## config.mk

```make
export PLATFORM = sky130hd
export DESIGN_NAME = quaternion_to_compass_heading
export DESIGN_NICKNAME = d
export VERILOG_FILES = /design/src/hw/rtl/qtch_pkg.sv /design/src/hw/rtl/qtch_cordic.sv /design/src/hw/rtl/qtch_root.sv /design/src/hw/rtl/quaternion_to_compass_heading.sv
export SDC_FILE = /design/constraint.sdc
export NUM_CORES = 2
export LEC_CHECK = 0
export BUFFER_PORTS_ARGS = -buffer_cell sky130_fd_sc_hd__buf_2
export CAP_MARGIN = 10
export CORE_UTILIZATION = 55
export CTS_CLUSTER_SIZE = 8
export DETAILED_ROUTE_END_ITERATION = 10
export PLACE_DENSITY = 0.76
export SKIP_LAST_GASP = 1
export SYNTH_ARGS = -nofsm -noshare
export SYNTH_HDL_FRONTEND = slang
export SYNTH_SLANG_ARGS = --single-unit
```

## constraint.sdc

```tcl
create_clock -name clk -period 10.5 [get_ports clk]
set_input_delay 1.575 -clock clk [delete_from_list [all_inputs] [get_ports clk]]
set_output_delay 1.575 -clock clk [all_outputs]
set_load 0.05 [all_outputs]
```

## src/hw/rtl/qtch_pkg.sv

```systemverilog
`timescale 1ns / 1ps
// ----------------------------------------------------------------------------
// qtch_pkg
// Shared constants and helpers for the quaternion to compass heading block.
// ----------------------------------------------------------------------------
package qtch_pkg;

  localparam int ANGLE_FRAC_BITS = 7;
  localparam int QUAT_W          = 16;
  localparam int PROD_W          = 2 * QUAT_W;
  localparam int SUM_W           = PROD_W + 4;
  localparam int ZFRAC           = 16;
  localparam int SCALE_SH        = 24;
  localparam int CX_W            = SUM_W + SCALE_SH + 2;
  localparam int Z_W             = 26;
  localparam int CORDIC_STEPS    = 23;
  localparam int STEP_W          = 5;
  localparam int ANGLE_W         = 16;
  localparam int PITCH_W         = 15;
  localparam int HEAD_W          = 10;
  localparam int ROOT_W          = 32;

  localparam logic [1:0] KIND_UNKNOWN = 2'd3;

  localparam logic signed [Z_W-1:0] HALF_TURN_Q16 = Z_W'(180 * 65536);

  function automatic logic signed [Z_W-1:0] atan_q16(input logic [STEP_W-1:0] idx);
    logic signed [Z_W-1:0] v;
    case (idx)
      5'd0:    v = Z_W'(2949120);
      5'd1:    v = Z_W'(1740967);
      5'd2:    v = Z_W'(919879);
      5'd3:    v = Z_W'(466945);
      5'd4:    v = Z_W'(234379);
      5'd5:    v = Z_W'(117304);
      5'd6:    v = Z_W'(58666);
      5'd7:    v = Z_W'(29335);
      5'd8:    v = Z_W'(14668);
      5'd9:    v = Z_W'(7334);
      5'd10:   v = Z_W'(3667);
      5'd11:   v = Z_W'(1833);
      5'd12:   v = Z_W'(917);
      5'd13:   v = Z_W'(458);
      5'd14:   v = Z_W'(229);
      5'd15:   v = Z_W'(115);
      5'd16:   v = Z_W'(57);
      5'd17:   v = Z_W'(29);
      5'd18:   v = Z_W'(14);
      5'd19:   v = Z_W'(7);
      5'd20:   v = Z_W'(4);
      5'd21:   v = Z_W'(2);
      5'd22:   v = Z_W'(1);
      default: v = '0;
    endcase
    return v;
  endfunction

  // Round a Q16 degree angle to the output scale and clamp to +-lim.
  function automatic logic signed [ANGLE_W-1:0] to_angle(input logic signed [Z_W-1:0] z,
                                                         input logic signed [Z_W-1:0] lim);
    logic signed [Z_W-1:0] t;
    logic signed [Z_W-1:0] r;
    t = z + Z_W'(1 << (ZFRAC - ANGLE_FRAC_BITS - 1));
    r = t >>> (ZFRAC - ANGLE_FRAC_BITS);
    if (r > lim) r = lim;
    if (r < -lim) r = -lim;
    return r[ANGLE_W-1:0];
  endfunction

endpackage

```

## src/hw/rtl/qtch_cordic.sv

```systemverilog
`timescale 1ns / 1ps
// ----------------------------------------------------------------------------
// qtch_cordic
// Iterative vectoring CORDIC: atan2(y, x) in Q16 degrees, one step a cycle.
// ----------------------------------------------------------------------------
module qtch_cordic (
  input  logic                                  clk,
  input  logic                                  rst_n,
  input  logic                                  start,
  input  logic signed [qtch_pkg::SUM_W-1:0]     x_in,
  input  logic signed [qtch_pkg::SUM_W-1:0]     y_in,
  output logic                                  done,
  output logic signed [qtch_pkg::Z_W-1:0]       z_out
);

  logic                                 busy_r;
  logic                                 done_r;
  logic [qtch_pkg::STEP_W-1:0]          step_r;
  logic signed [qtch_pkg::CX_W-1:0]     x_r;
  logic signed [qtch_pkg::CX_W-1:0]     y_r;
  logic signed [qtch_pkg::Z_W-1:0]      z_r;
  logic signed [qtch_pkg::SUM_W-1:0]    xs;
  logic signed [qtch_pkg::SUM_W-1:0]    ys;
  logic signed [qtch_pkg::CX_W-1:0]     dx;
  logic signed [qtch_pkg::CX_W-1:0]     dy;
  logic signed [qtch_pkg::Z_W-1:0]      ang;

  assign xs  = x_in[qtch_pkg::SUM_W-1] ? -x_in : x_in;
  assign ys  = x_in[qtch_pkg::SUM_W-1] ? -y_in : y_in;
  assign dx  = y_r >>> step_r;
  assign dy  = x_r >>> step_r;
  assign ang = qtch_pkg::atan_q16(step_r);

  always_ff @(posedge clk) begin
    if (!rst_n) begin
      busy_r <= 1'b0;
      done_r <= 1'b0;
    end else begin
      done_r <= 1'b0;
      if (start) begin
        step_r <= '0;
        if (x_in == '0 && y_in == '0) begin
          z_r    <= '0;
          done_r <= 1'b1;
          busy_r <= 1'b0;
        end else begin
          busy_r <= 1'b1;
          x_r    <= {{2{xs[qtch_pkg::SUM_W-1]}}, xs, {qtch_pkg::SCALE_SH{1'b0}}};
          y_r    <= {{2{ys[qtch_pkg::SUM_W-1]}}, ys, {qtch_pkg::SCALE_SH{1'b0}}};
          if (x_in[qtch_pkg::SUM_W-1]) begin
            z_r <= y_in[qtch_pkg::SUM_W-1] ? -qtch_pkg::HALF_TURN_Q16
                                           : qtch_pkg::HALF_TURN_Q16;
          end else begin
            z_r <= '0;
          end
        end
      end else if (busy_r) begin
        if (!y_r[qtch_pkg::CX_W-1]) begin
          x_r <= x_r + dx;
          y_r <= y_r - dy;
          z_r <= z_r + ang;
        end else begin
          x_r <= x_r - dx;
          y_r <= y_r + dy;
          z_r <= z_r - ang;
        end
        if (step_r == qtch_pkg::STEP_W'(qtch_pkg::CORDIC_STEPS - 1)) begin
          busy_r <= 1'b0;
          done_r <= 1'b1;
        end else begin
          step_r <= step_r + 1'b1;
        end
      end
    end
  end

  assign done  = done_r;
  assign z_out = z_r;

endmodule

```

## src/hw/rtl/qtch_root.sv

```systemverilog
`timescale 1ns / 1ps
// ----------------------------------------------------------------------------
// qtch_root
// floor(sqrt(a * b)) with a shift-add multiply and a bitwise square root,
// both on 64-bit working registers.
// ----------------------------------------------------------------------------
module qtch_root (
  input  logic                           clk,
  input  logic                           rst_n,
  input  logic                           start,
  input  logic [qtch_pkg::ROOT_W-1:0]    a_in,
  input  logic [qtch_pkg::ROOT_W:0]      b_in,
  output logic                           done,
  output logic [qtch_pkg::ROOT_W-1:0]    root
);

  localparam int W = 2 * qtch_pkg::ROOT_W;

  localparam logic [1:0] P_IDLE = 2'd0;
  localparam logic [1:0] P_MUL  = 2'd1;
  localparam logic [1:0] P_SQRT = 2'd2;

  logic [1:0]                    phase_r;
  logic                          done_r;
  logic [5:0]                    cnt_r;
  logic [W-1:0]                  mc_r;
  logic [qtch_pkg::ROOT_W:0]     mp_r;
  logic [W-1:0]                  acc_r;
  logic [W-1:0]                  rr_r;
  logic [W-1:0]                  bit_r;
  logic [W-1:0]                  trial;

  assign trial = rr_r + bit_r;

  always_ff @(posedge clk) begin
    if (!rst_n) begin
      phase_r <= P_IDLE;
      done_r  <= 1'b0;
    end else begin
      done_r <= 1'b0;
      case (phase_r)
        P_IDLE: begin
          if (start) begin
            mc_r    <= W'(a_in);
            mp_r    <= b_in;
            acc_r   <= '0;
            cnt_r   <= '0;
            phase_r <= P_MUL;
          end
        end
        P_MUL: begin
          if (mp_r[0]) acc_r <= acc_r + mc_r;
          mc_r <= mc_r << 1;
          mp_r <= mp_r >> 1;
          if (cnt_r == 6'(qtch_pkg::ROOT_W)) begin
            cnt_r   <= '0;
            rr_r    <= '0;
            bit_r   <= W'(1) << (W - 2);
            phase_r <= P_SQRT;
          end else begin
            cnt_r <= cnt_r + 1'b1;
          end
        end
        P_SQRT: begin
          if (acc_r >= trial) begin
            acc_r <= acc_r - trial;
            rr_r  <= (rr_r >> 1) + bit_r;
          end else begin
            rr_r <= rr_r >> 1;
          end
          bit_r <= bit_r >> 2;
          if (cnt_r == 6'(qtch_pkg::ROOT_W - 1)) begin
            done_r  <= 1'b1;
            phase_r <= P_IDLE;
          end else begin
            cnt_r <= cnt_r + 1'b1;
          end
        end
        default: phase_r <= P_IDLE;
      endcase
    end
  end

  assign done = done_r;
  assign root = rr_r[qtch_pkg::ROOT_W-1:0];

endmodule

```

## src/hw/rtl/quaternion_to_compass_heading.sv

```systemverilog
`timescale 1ns / 1ps
// ----------------------------------------------------------------------------
// quaternion_to_compass_heading
// Converts orientation quaternions to yaw, pitch, roll and a whole degree
// compass heading with an offset.
// ----------------------------------------------------------------------------
// Channel  Ports                      Direction  Contents
// in       in_tvalid/tready/tdata/    sink       quaternion, report flag, kind
//          in_tuser
// out      out_tvalid/tready/tdata    source     yaw, pitch, roll, heading
// cfg      cfg_wr_en/cfg_wr_data      sink       heading offset in degrees
//
// A fresh report takes 10 multiplies on one 16x16 multiplier and yaw and roll
// runs on one shared CORDIC unit; unless the quaternion is zero or pitch
// saturates, a root unit multiply and square root and a pitch CORDIC run follow.
// Items without a fresh report of a known kind go straight to the output state.
// in_tready is high only while the sequencer is idle; one output register
// holds the result while the next transaction is accepted.
// Reset is synchronous, active low, and clears stored angles and offset.
// ----------------------------------------------------------------------------
module quaternion_to_compass_heading (
  input  logic        clk,
  input  logic        rst_n,
  input  logic        in_tvalid,
  output logic        in_tready,
  // [15:0] quat_real, [31:16] quat_i, [47:32] quat_j, [63:48] quat_k
  input  logic [63:0] in_tdata,
  // [0] new_report, [2:1] report_kind
  input  logic [2:0]  in_tuser,
  output logic        out_tvalid,
  input  logic        out_tready,
  // [15:0] yaw_angle, [30:16] pitch_angle, [46:31] roll_angle,
  // [56:47] shown_heading, [63:57] zero
  output logic [63:0] out_tdata,
  input  logic        cfg_wr_en,
  input  logic [9:0]  cfg_wr_data
);

  localparam int QW = qtch_pkg::QUAT_W;
  localparam int PW = qtch_pkg::PROD_W;
  localparam int SW = qtch_pkg::SUM_W;
  localparam int AW = qtch_pkg::ANGLE_W;
  localparam int HW = qtch_pkg::HEAD_W;
  localparam int RW = qtch_pkg::ROOT_W;
  localparam int NPROD = 10;
  localparam int NORTH_W = AW + 1;
  localparam int WHOLE_W = NORTH_W - qtch_pkg::ANGLE_FRAC_BITS;
  localparam int HS_W = HW + 1;

  localparam logic [3:0] S_IDLE    = 4'd0;
  localparam logic [3:0] S_MUL     = 4'd1;
  localparam logic [3:0] S_SUM     = 4'd2;
  localparam logic [3:0] S_YAW_GO  = 4'd3;
  localparam logic [3:0] S_YAW     = 4'd4;
  localparam logic [3:0] S_ROLL_GO = 4'd5;
  localparam logic [3:0] S_ROLL    = 4'd6;
  localparam logic [3:0] S_PCHK    = 4'd7;
  localparam logic [3:0] S_ROOT    = 4'd8;
  localparam logic [3:0] S_PIT_GO  = 4'd9;
  localparam logic [3:0] S_PIT     = 4'd10;
  localparam logic [3:0] S_DONE    = 4'd11;

  localparam logic signed [qtch_pkg::Z_W-1:0] LIM_180 =
    qtch_pkg::Z_W'(180 << qtch_pkg::ANGLE_FRAC_BITS);
  localparam logic signed [qtch_pkg::Z_W-1:0] LIM_90 =
    qtch_pkg::Z_W'(90 << qtch_pkg::ANGLE_FRAC_BITS);
  localparam logic signed [qtch_pkg::PITCH_W-1:0] PITCH_MAX =
    qtch_pkg::PITCH_W'(90 << qtch_pkg::ANGLE_FRAC_BITS);

  logic [3:0]                     state_r;
  logic [3:0]                     cnt_r;
  logic signed [QW-1:0]           qr_r, qi_r, qj_r, qk_r;
  logic signed [PW-1:0]           prod_r [NPROD];
  logic signed [QW-1:0]           ma, mb;
  logic signed [SW-1:0]           yx_r, yy_r, rx_r, ry_r, d_r, n_r;
  logic signed [AW-1:0]           yaw_r, roll_r;
  logic signed [qtch_pkg::PITCH_W-1:0] pitch_r;
  logic signed [HW-1:0]           offset_r;
  logic                           out_tvalid_r;
  logic [63:0]                    out_tdata_r;
  logic                           in_fire;

  logic                           cd_start, cd_done;
  logic signed [SW-1:0]           cd_x, cd_y;
  logic signed [qtch_pkg::Z_W-1:0] cd_z;
  logic                           rt_start, rt_done;
  logic [RW-1:0]                  rt_root;

  logic signed [SW-1:0]           dh, nh, an;
  logic signed [SW-1:0]           s_si, s_sj, s_sk, s_sr;
  logic [NORTH_W-1:0]             north;
  logic [WHOLE_W-1:0]             whole;
  logic signed [HS_W+1:0]         hsum;
  logic signed [HS_W+1:0]         hmod;

  assign in_fire   = in_tvalid && in_tready;
  assign in_tready = (state_r == S_IDLE);

  always_comb begin
    case (cnt_r)
      4'd0:    begin ma = qi_r; mb = qi_r; end
      4'd1:    begin ma = qj_r; mb = qj_r; end
      4'd2:    begin ma = qk_r; mb = qk_r; end
      4'd3:    begin ma = qr_r; mb = qr_r; end
      4'd4:    begin ma = qi_r; mb = qj_r; end
      4'd5:    begin ma = qk_r; mb = qr_r; end
      4'd6:    begin ma = qj_r; mb = qk_r; end
      4'd7:    begin ma = qi_r; mb = qr_r; end
      4'd8:    begin ma = qi_r; mb = qk_r; end
      4'd9:    begin ma = qj_r; mb = qr_r; end
      default: begin ma = '0;   mb = '0;   end
    endcase
  end

  assign s_si = SW'(prod_r[0]);
  assign s_sj = SW'(prod_r[1]);
  assign s_sk = SW'(prod_r[2]);
  assign s_sr = SW'(prod_r[3]);

  assign dh = d_r[PW] ? (d_r >>> 1) : d_r;
  assign nh = d_r[PW] ? (n_r >>> 1) : n_r;
  assign an = nh[SW-1] ? -nh : nh;

  always_comb begin
    case (state_r)
      S_YAW_GO: begin cd_x = yx_r; cd_y = yy_r; end
      S_ROLL_GO: begin cd_x = rx_r; cd_y = ry_r; end
      default: begin cd_x = SW'(rt_root); cd_y = nh; end
    endcase
  end

  assign cd_start = (state_r == S_YAW_GO) || (state_r == S_ROLL_GO) || (state_r == S_PIT_GO);
  assign rt_start = (state_r == S_PCHK) && (d_r != '0) && (an < dh);

  qtch_cordic u_cordic (
    .clk   (clk),
    .rst_n (rst_n),
    .start (cd_start),
    .x_in  (cd_x),
    .y_in  (cd_y),
    .done  (cd_done),
    .z_out (cd_z)
  );

  qtch_root u_root (
    .clk   (clk),
    .rst_n (rst_n),
    .start (rt_start),
    .a_in  (RW'(dh - an)),
    .b_in  ((RW + 1)'(dh + an)),
    .done  (rt_done),
    .root  (rt_root)
  );

  assign north = yaw_r[AW-1]
               ? NORTH_W'(yaw_r) + NORTH_W'(360 << qtch_pkg::ANGLE_FRAC_BITS)
               : NORTH_W'(yaw_r);
  assign whole = north[NORTH_W-1:qtch_pkg::ANGLE_FRAC_BITS];
  assign hsum  = (HS_W + 2)'($signed({1'b0, whole})) + (HS_W + 2)'(offset_r);

  always_comb begin
    if (hsum >= (HS_W + 2)'(720)) begin
      hmod = hsum - (HS_W + 2)'(720);
    end else if (hsum >= (HS_W + 2)'(360)) begin
      hmod = hsum - (HS_W + 2)'(360);
    end else if (hsum <= -(HS_W + 2)'(360)) begin
      hmod = hsum + (HS_W + 2)'(360);
    end else begin
      hmod = hsum;
    end
  end

  always_ff @(posedge clk) begin
    if (!rst_n) begin
      offset_r <= '0;
    end else if (cfg_wr_en) begin
      offset_r <= cfg_wr_data;
    end
  end

  always_ff @(posedge clk) begin
    if (S_MUL == state_r) begin
      prod_r[cnt_r] <= ma * mb;
    end
  end

  always_ff @(posedge clk) begin
    if (!rst_n) begin
      state_r      <= S_IDLE;
      cnt_r        <= '0;
      yaw_r        <= '0;
      pitch_r      <= '0;
      roll_r       <= '0;
      out_tvalid_r <= 1'b0;
    end else begin
      if (out_tvalid_r && out_tready && state_r != S_DONE) out_tvalid_r <= 1'b0;
      case (state_r)
        S_IDLE: begin
          if (in_fire) begin
            qr_r <= in_tdata[15:0];
            qi_r <= in_tdata[31:16];
            qj_r <= in_tdata[47:32];
            qk_r <= in_tdata[63:48];
            cnt_r <= '0;
            if (in_tuser[0] && in_tuser[2:1] != qtch_pkg::KIND_UNKNOWN) begin
              state_r <= S_MUL;
            end else begin
              state_r <= S_DONE;
            end
          end
        end
        S_MUL: begin
          if (cnt_r == 4'(NPROD - 1)) begin
            state_r <= S_SUM;
          end else begin
            cnt_r <= cnt_r + 1'b1;
          end
        end
        S_SUM: begin
          yx_r <= s_si - s_sj - s_sk + s_sr;
          yy_r <= (SW'(prod_r[4]) + SW'(prod_r[5])) <<< 1;
          rx_r <= s_sk + s_sr - s_si - s_sj;
          ry_r <= (SW'(prod_r[6]) + SW'(prod_r[7])) <<< 1;
          d_r  <= s_si + s_sj + s_sk + s_sr;
          n_r  <= (SW'(prod_r[9]) - SW'(prod_r[8])) <<< 1;
          state_r <= S_YAW_GO;
        end
        S_YAW_GO:  state_r <= S_YAW;
        S_YAW: begin
          if (cd_done) begin
            yaw_r   <= qtch_pkg::to_angle(cd_z, LIM_180);
            state_r <= S_ROLL_GO;
          end
        end
        S_ROLL_GO: state_r <= S_ROLL;
        S_ROLL: begin
          if (cd_done) begin
            roll_r  <= qtch_pkg::to_angle(cd_z, LIM_180);
            state_r <= S_PCHK;
          end
        end
        S_PCHK: begin
          if (d_r == '0) begin
            pitch_r <= '0;
            state_r <= S_DONE;
          end else if (an >= dh) begin
            pitch_r <= nh[SW-1] ? -PITCH_MAX : PITCH_MAX;
            state_r <= S_DONE;
          end else begin
            state_r <= S_ROOT;
          end
        end
        S_ROOT: begin
          if (rt_done) state_r <= S_PIT_GO;
        end
        S_PIT_GO:  state_r <= S_PIT;
        S_PIT: begin
          if (cd_done) begin
            pitch_r <= qtch_pkg::PITCH_W'(qtch_pkg::to_angle(cd_z, LIM_90));
            state_r <= S_DONE;
          end
        end
        S_DONE: begin
          if (!out_tvalid_r || out_tready) begin
            out_tvalid_r <= 1'b1;
            out_tdata_r  <= {7'd0, HW'(hmod), roll_r, pitch_r, yaw_r};
            state_r      <= S_IDLE;
          end
        end
        default: state_r <= S_IDLE;
      endcase
    end
  end

  assign out_tvalid = out_tvalid_r;
  assign out_tdata  = out_tdata_r;

  a_accept_busy: assert property (@(posedge clk) disable iff (!rst_n)
    in_fire |=> !in_tready)
    else $error("input accepted while a transaction is in flight");

  a_cordic_owner: assert property (@(posedge clk) disable iff (!rst_n)
    cd_done |-> (state_r == S_YAW || state_r == S_ROLL || state_r == S_PIT))
    else $error("CORDIC finished outside an angle state");

  a_root_owner: assert property (@(posedge clk) disable iff (!rst_n)
    rt_done |-> state_r == S_ROOT)
    else $error("root unit finished outside its state");

  a_no_overwrite: assert property (@(posedge clk) disable iff (!rst_n)
    (state_r == S_DONE && out_tvalid_r && !out_tready) |=> state_r == S_DONE)
    else $error("pending result overwritten");

  a_pitch_range: assert property (@(posedge clk) disable iff (!rst_n)
    pitch_r <= PITCH_MAX && pitch_r >= -PITCH_MAX)
    else $error("pitch out of range");

endmodule

```

[Yosys cells after proc, flatten, opt, wreduce, memory -nomap -nowiden]
Memories as Yosys holds them, arrays and structs flattened. A register that Yosys moved wholly into a read port is not among the register bits.
Index checks and enable logic that the tools add are counted.
Cells by class
  $lt $le $gt $ge: 11
  multiplexer cells: 98
  $mul: 1
  shift-type cells: 2
  equal/unequal tests: 45
  $add $sub $neg: 36
  reduce and logical (&&, ||, !) cells: 47
Operator list (count)
  2-to-1 mux 62 bit: 8
  2-to-1 mux 64 bit: 7
  2-to-1 mux 26 bit: 16
  one-hot mux 64 bit (2 select lines): 3
  one-hot mux 64 bit (3 select lines): 1
  one-hot mux 36 bit (2 select lines): 2
  adder 32 x 32 -> 33 bit: 4
  adder 64 bit: 2
  one-hot mux 16 bit (4 select lines): 2
  adder 62 bit: 2
  >>> shifter 62 x 5 -> 62 bit: 2
  subtractor 62 bit: 2
  zero test 36 bit: 3
  2-to-1 mux 36 bit: 3
  2-to-1 mux 15 bit: 5
  negation 36 bit: 2
  adder 34 x 32 -> 35 bit: 2
  subtractor 33 x 32 -> 34 bit: 2
  2-to-1 mux 33 bit: 2
  one-hot mux 33 bit (2 select lines): 1
  subtractor 32 x 32 -> 33 bit: 2
  adder 63 x 64 -> 64 bit: 1
  greater-or-equal comparator 64 bit: 1
  subtractor 64 bit: 1
  other kinds (69): 164
Storage, ports and cells
  bits in read-only memories: 704
  memories: 2
  memory bits (writable): 320
  register bits after elaboration: 852
  word-level logic and storage cells: 274
Memory list
  (name not given): words 32, bits a word 22, rd ports 1, clocked after Yosys merged registers in 1, wr ports 0, line qtch_pkg.sv:29  | case (idx)
  prod_r: words 10, bits a word 32, rd ports 10, clocked after Yosys merged registers in 0, wr ports 1, line quaternion_to_compass_heading.sv:73  | logic signed [PW-1:0] prod_r [NPROD];

[Logic depth before layout (Yosys ltp)]
  depth in word-level cells: 10
  gate-level depth with buffers: 39
  gate-level depth less buffers: 32

[Cells and area by module]
From an unflattened synthesis, not the netlist that was laid out.
Unflattened totals
  cell total of the unflattened synthesis: 11149
  area total of the unflattened synthesis: 107684.5 µm²
Modules (own cells, without submodules)
  quaternion_to_compass_heading: area an instance 54669.9 µm², cells each 5039, instances 1
  qtch_cordic: area an instance 29450.7 µm², cells each 3529, instances 1
  qtch_root: area an instance 23563.8 µm², cells each 2581, instances 1

[Least setup slack after synthesis]
Ideal clock, no wire load.
  path type: flip-flop to flip-flop
  from: register d_r[32]
  to: register u_root.mc_r[0] (enable)
  slack: -0.596 ns
  arrival: 10.511 ns
  required time: 9.915 ns
  cell stages (with the launch flop): 27
  path buffers: 4
  cell sequence: edfxtp_1 -> clkbuf_1 -> clkbuf_1 -> buf_1 -> clkbuf_1 -> mux2_2 -> inv_1 -> ha_1 -> nand4_1 -> nor2_1 -> nand3_1 -> or3_1 -> or2_2 -> or3_1 -> o21ai_0 -> xnor2_1 -> nor2_1 -> nor2_1 -> ha_1 -> or4bb_1 -> nor2_1 -> o21ai_0 -> a31oi_1 -> or2_2 -> mux2i_1 -> o21ai_0 -> a21oi_1
On the way
  cells in the longest elaborated chain, start to end: 7
  elaborated cells on any way between the ends: 10
  those cells by class: add/sub (1); order compare (1); eq/ne (1); mux (3); reduce/logical (4)
RTL lines
  start: declaration: line quaternion_to_compass_heading.sv:75  | logic signed [SW-1:0] yx_r, yy_r, rx_r, ry_r, d_r, n_r;
  start signal: assignment: line quaternion_to_compass_heading.sv:224  | d_r <= s_si + s_sj + s_sk + s_sr;
  2-to-1 mux 33 bit: line quaternion_to_compass_heading.sv:121  | assign nh = d_r[PW] ? (n_r >>> 1) : n_r;
  negation 34 -> 36 bit: line quaternion_to_compass_heading.sv:122  | assign an = nh[SW-1] ? -nh : nh;
  2-to-1 mux 36 bit: line quaternion_to_compass_heading.sv:122
  < comparator 36 x 35 -> 1 bit: line quaternion_to_compass_heading.sv:133  | assign rt_start = (state_r == S_PCHK) && (d_r != '0) && (an < dh);
  logical AND 1 bit (*): line quaternion_to_compass_heading.sv:133
  != test 2 bit (no line) (*)
  AND reduction 3 bit (no line) (*)
  end signal: assignment: line qtch_root.sv:44  | mc_r <= W'(a_in);
  end signal: assignment: line qtch_root.sv:53  | mc_r <= mc_r << 1;
  end: declaration: line qtch_root.sv:26  | logic [W-1:0] mc_r;
Every way passes the cells marked *; elsewhere a longest branch is shown, timed or not.
A chain may end at the register's enable or synchronous reset.

[Worst setup path in the final report]
  from: register cnt_r[1]
  to: memory prod_r[4][25] (netlist bit), data pin
On the way
  cells in the longest elaborated chain, start to end: 4
  elaborated cells on any way between the ends: 19
  those cells by class: mul (1); eq/ne (9); mux (2); reduce/logical (7)
RTL lines
  start: declaration: line quaternion_to_compass_heading.sv:71  | logic [3:0] cnt_r;
  start signal: assignment: line quaternion_to_compass_heading.sv:216  | cnt_r <= cnt_r + 1'b1;
  == test 4 bit, or another cell as far along: line quaternion_to_compass_heading.sv:100  | case (cnt_r)
  OR reduction 4 bit (no line), or another cell as far along
  one-hot mux 16 bit (4 select lines): line quaternion_to_compass_heading.sv:100
  multiplier 16 x 16 -> 32 bit (*): line quaternion_to_compass_heading.sv:183  | prod_r[cnt_r] <= ma * mb;
  end: declaration: line quaternion_to_compass_heading.sv:73
Marks and branches as above.

==> results.cfg <==
[sta]
relSlewSlack_pct = 9.41
worst_pin_slew_ns = 1.36
clock_skew_ns = 0.0910
fin_ws_ns = 1.08
rsz0062_at_grt = false
max_freq_mhz = 106
hold_viol_final = 0
fin_setup_tns_ns = 0
finalMaxSlewViolations = 0
finalCriticalPeriod_ns = 9.42
hold_ws_ns = 0.419
finalSetupViolations = 0
final.period_utilization_pct = 89.7

[setup_path]
critical_path_class = reg -> reg
r2r-end = prod_r[4][25]$_DFFE_PP_
r2r_cells = 27
cpMostUsedCell = fa_1
slowest_delay_ns = 0.98
timing.critical_path.to = prod_r[4][25]$_DFFE_PP_
end_kind = register
crit_fanout = 24
r2r_start = cnt_r[1]$_SDFFE_PN0P_
startpoint_type = register
path_depth = 27
critical_path_buf_inv_count = 5
reg2reg_slack_ns = 1.08
crit_slowest_cell = a221oi_2
critPathTopFamily = adder cells
startpoint = cnt_r[1]$_SDFFE_PN0P_
required_ns = 11.00
crit_arrival_ns = 9.92

[global_route]
grt_usage_pct = 35.9
grt-ovfl-total = 0
antenna_found_initial = 12
grt_pass1_vias = 86500
grt_pass1_wl_mm = 540
grt_max_degree = 159

[yosys]
yosys-top-cells-area = edfxtp_1 30%, ha_1 8.9%, fa_1 8.7%
syn_avg_cell_area_um2 = 9.56
synth-main-ff-cell = edfxtp_1
synth_area_leader_cell = edfxtp_1
yosysTopAreaCellShare_pct = 29.7
synth_edf_count = 1063
ys_seq_area_share_pct = 31.4
syn_inst = 11200
synth_cell_type_count = 112
synth_area_mm2 = 0.108
synth-seq-cells = 1156
async_flop_share_pct = 0
yosys_warnings = 0

[placement]
portBuffers = 140
gp_congestion = 1.05
preCtsSetupSlack_ns = 0.969
hpwl_mm = 282

[finish]
drive_above_1_share_pct = 8.04
final_common_cell = edfxtp_1
nFillCells = 16400
area_delta_synth_final_pct = 7.43
nNetsFinal = 12500
final_cell_mix = 1063 x edfxtp_1, 1030 x nor2_1, 858 x a21oi_1, 798 x nand2_1, 765 x ha_1

[clock_tree]
cts_num_sinks = 1156
tritoncts = done
cts_buffers = 166
root_buffer = clkbuf_16
postCtsHoldBufs = 0
h-tree-depth = 4
cts.path.max_buffers = 3
ctsResizeCount = 0
clk_latency_ns = 0.89
post_cts_buffers = 0
clk_pin_slew_ns = 0.06

[die]
core_area_mm2 = 0.193
fp.dieW_um = 444
rows = 161
die-area_mm2 = 0.197
start_util_pct = 55.6
die_h_um = 444
pin_count = 148

[drt]
ant_nets = 0
wl_per_cell_um = 26.1
via_per_inst = 6.52
wl_met2_mm = 156
routed.top_layer = met5
drc = 0
wl_met1_mm = 151
met3_length_mm = 37.8
vias = 90200
routed_wirelength_mm = 361
drt-pass1-iter-count = 10
drt_iter0_markers = 10400

[worst_hold_path]
hp-class = reg -> reg
hold_depth = 0

[status]
status = completed

[job]
cap_violations = 0
==> registers in the layout, indices dropped and copies added, names as in the netlist, 26 cells and up <==
signal and flops:
u_root.bit_r 32, yx_r 35, prod_r 320, u_cordic.y_r 62
u_root.mp_r 33, u_root.rr_r 64, yy_r 33, out_tdata 57
rx_r 35, d_r 35, n_r 33, u_root.mc_r 64
u_root.acc_r 64, u_cordic.x_r 62, u_cordic.z_out 26, ry_r 33
==> worst min-delay path by stage <==
| stage | start | to | slack (ns) |
|---|---|---|---|
| global placement | pitch_r[14]$_SDFFE_PN0P_ | out_tdata[30]$_DFFE_PP_ | 0.41 |
| floorplan | pitch_r[9]$_SDFFE_PN0P_ | out_tdata[25]$_DFFE_PP_ | 0.40 |
| finish | roll_r[0]$_SDFFE_PN0P_ | out_tdata[31]$_DFFE_PP_ | 0.42 |
| global route | roll_r[0]$_SDFFE_PN0P_ | out_tdata[31]$_DFFE_PP_ | 0.43 |
| CTS | roll_r[0]$_SDFFE_PN0P_ | out_tdata[31]$_DFFE_PP_ | 0.42 |
| detailed placement | yaw_r[4]$_SDFFE_PN0P_ | out_tdata[4]$_DFFE_PP_ | 0.42 |
==> layout make-up <==
class,instances,area [um^2],share of cell area [%]
multi-input cells,8819,68800,59.5
flip-flops and latches,1156,33800,29.2
diodes,4,10.0,0.00866
clock buffers,224,4400,3.81
clock inverters,22,435,0.377
inverters,771,2900,2.51
repair buffers,310,2060,1.79
well taps,2526,3160,2.74
==> Yosys cell counts (65+ instances only) <==
cell type and n:
dfxtp_1 93, nand4_1 84, fa_1 469, a211oi_1 126, nand2_1 799, nor2b_1 188
mux2i_1 190, nand2b_1 129, edfxtp_1 1063, o21ai_0 597, nor3_1 229, o21a_1 93
ha_1 767, nor2_1 1036, and3_1 99, o22ai_1 96, or3_1 79, a221oi_1 65
mux4_2 112, a21o_1 297, inv_1 764, a21oi_1 860, and2_1 163, mux2_2 113
clkbuf_1 362, a31oi_1 140, xor2_1 328, o21bai_1 96, xnor2_1 535, nand3_1 190
==> per-layer routing <==
metal | global-route usage (%) | vias to the layer above
met2 | 53.8 | 4465
met1 | 49.5 | 44200
met3 | 8.89 | 750
li1 | - | 40800
met4 | 14.8 | 8
met5 | 0 | -
==> logic make-up (layout without fill, tap and decap cells) <==
family                     count (synthesis)  count (layout)  synth area share, %
xor gates and xnor gates                 863             863                 7.03
adders and majority gates               1236            1236                 17.7
DFF                                     1156            1156                 31.4
buffers and inverters                   1280            1327                 4.96
muxes                                    466             466                 6.54
AOI/OAI and AO/OA                       3013            3013                 18.1
other                                      2              15              0.00698
and+or+nand+nor                         3230            3230                 14.3
==> worst register-to-register path, cell delays in order (launching register included) <==
cell and delay, ns:
dfxtp_1 0.39, inv_1 0.10, ha_1 0.24, nor2b_1 0.18
a31o_2 0.44, a22o_1 0.32, a221oi_2 0.98, nor2_1 0.15
fa_1 0.56, inv_1 0.05, fa_1 0.47, fa_1 0.52
inv_1 0.05, fa_1 0.47, fa_1 0.55, inv_1 0.06
fa_1 0.55, inv_1 0.05, ha_1 0.41, nand3_1 0.14
o2111ai_1 0.37, a41o_1 0.36, a21oi_1 0.11, nor2b_1 0.16
nor4_1 0.08, o41ai_1 0.35, a21oi_1 0.13, xnor2_1 0.83
==> per-stage QoR <==
| stage | util (%) | cells | cell area (um^2) |
|---|---|---|---|
| 4_1_cts | 59.7 | 13800 | 116000 |
| 2_1_floorplan | - | 11300 | 108000 |
| 5_1_grt | 59.7 | 13800 | 116000 |
| 6_report | 59.8 | 13800 | 116000 |
| 3_3_place_gp | 57.2 | 13600 | 111000 |
| 3_5_place_dp | 57.2 | 13600 | 111000 |
Power is not shown: default switching activity piles up to over one toggle a cycle in this logic, so the estimate is an artifact.
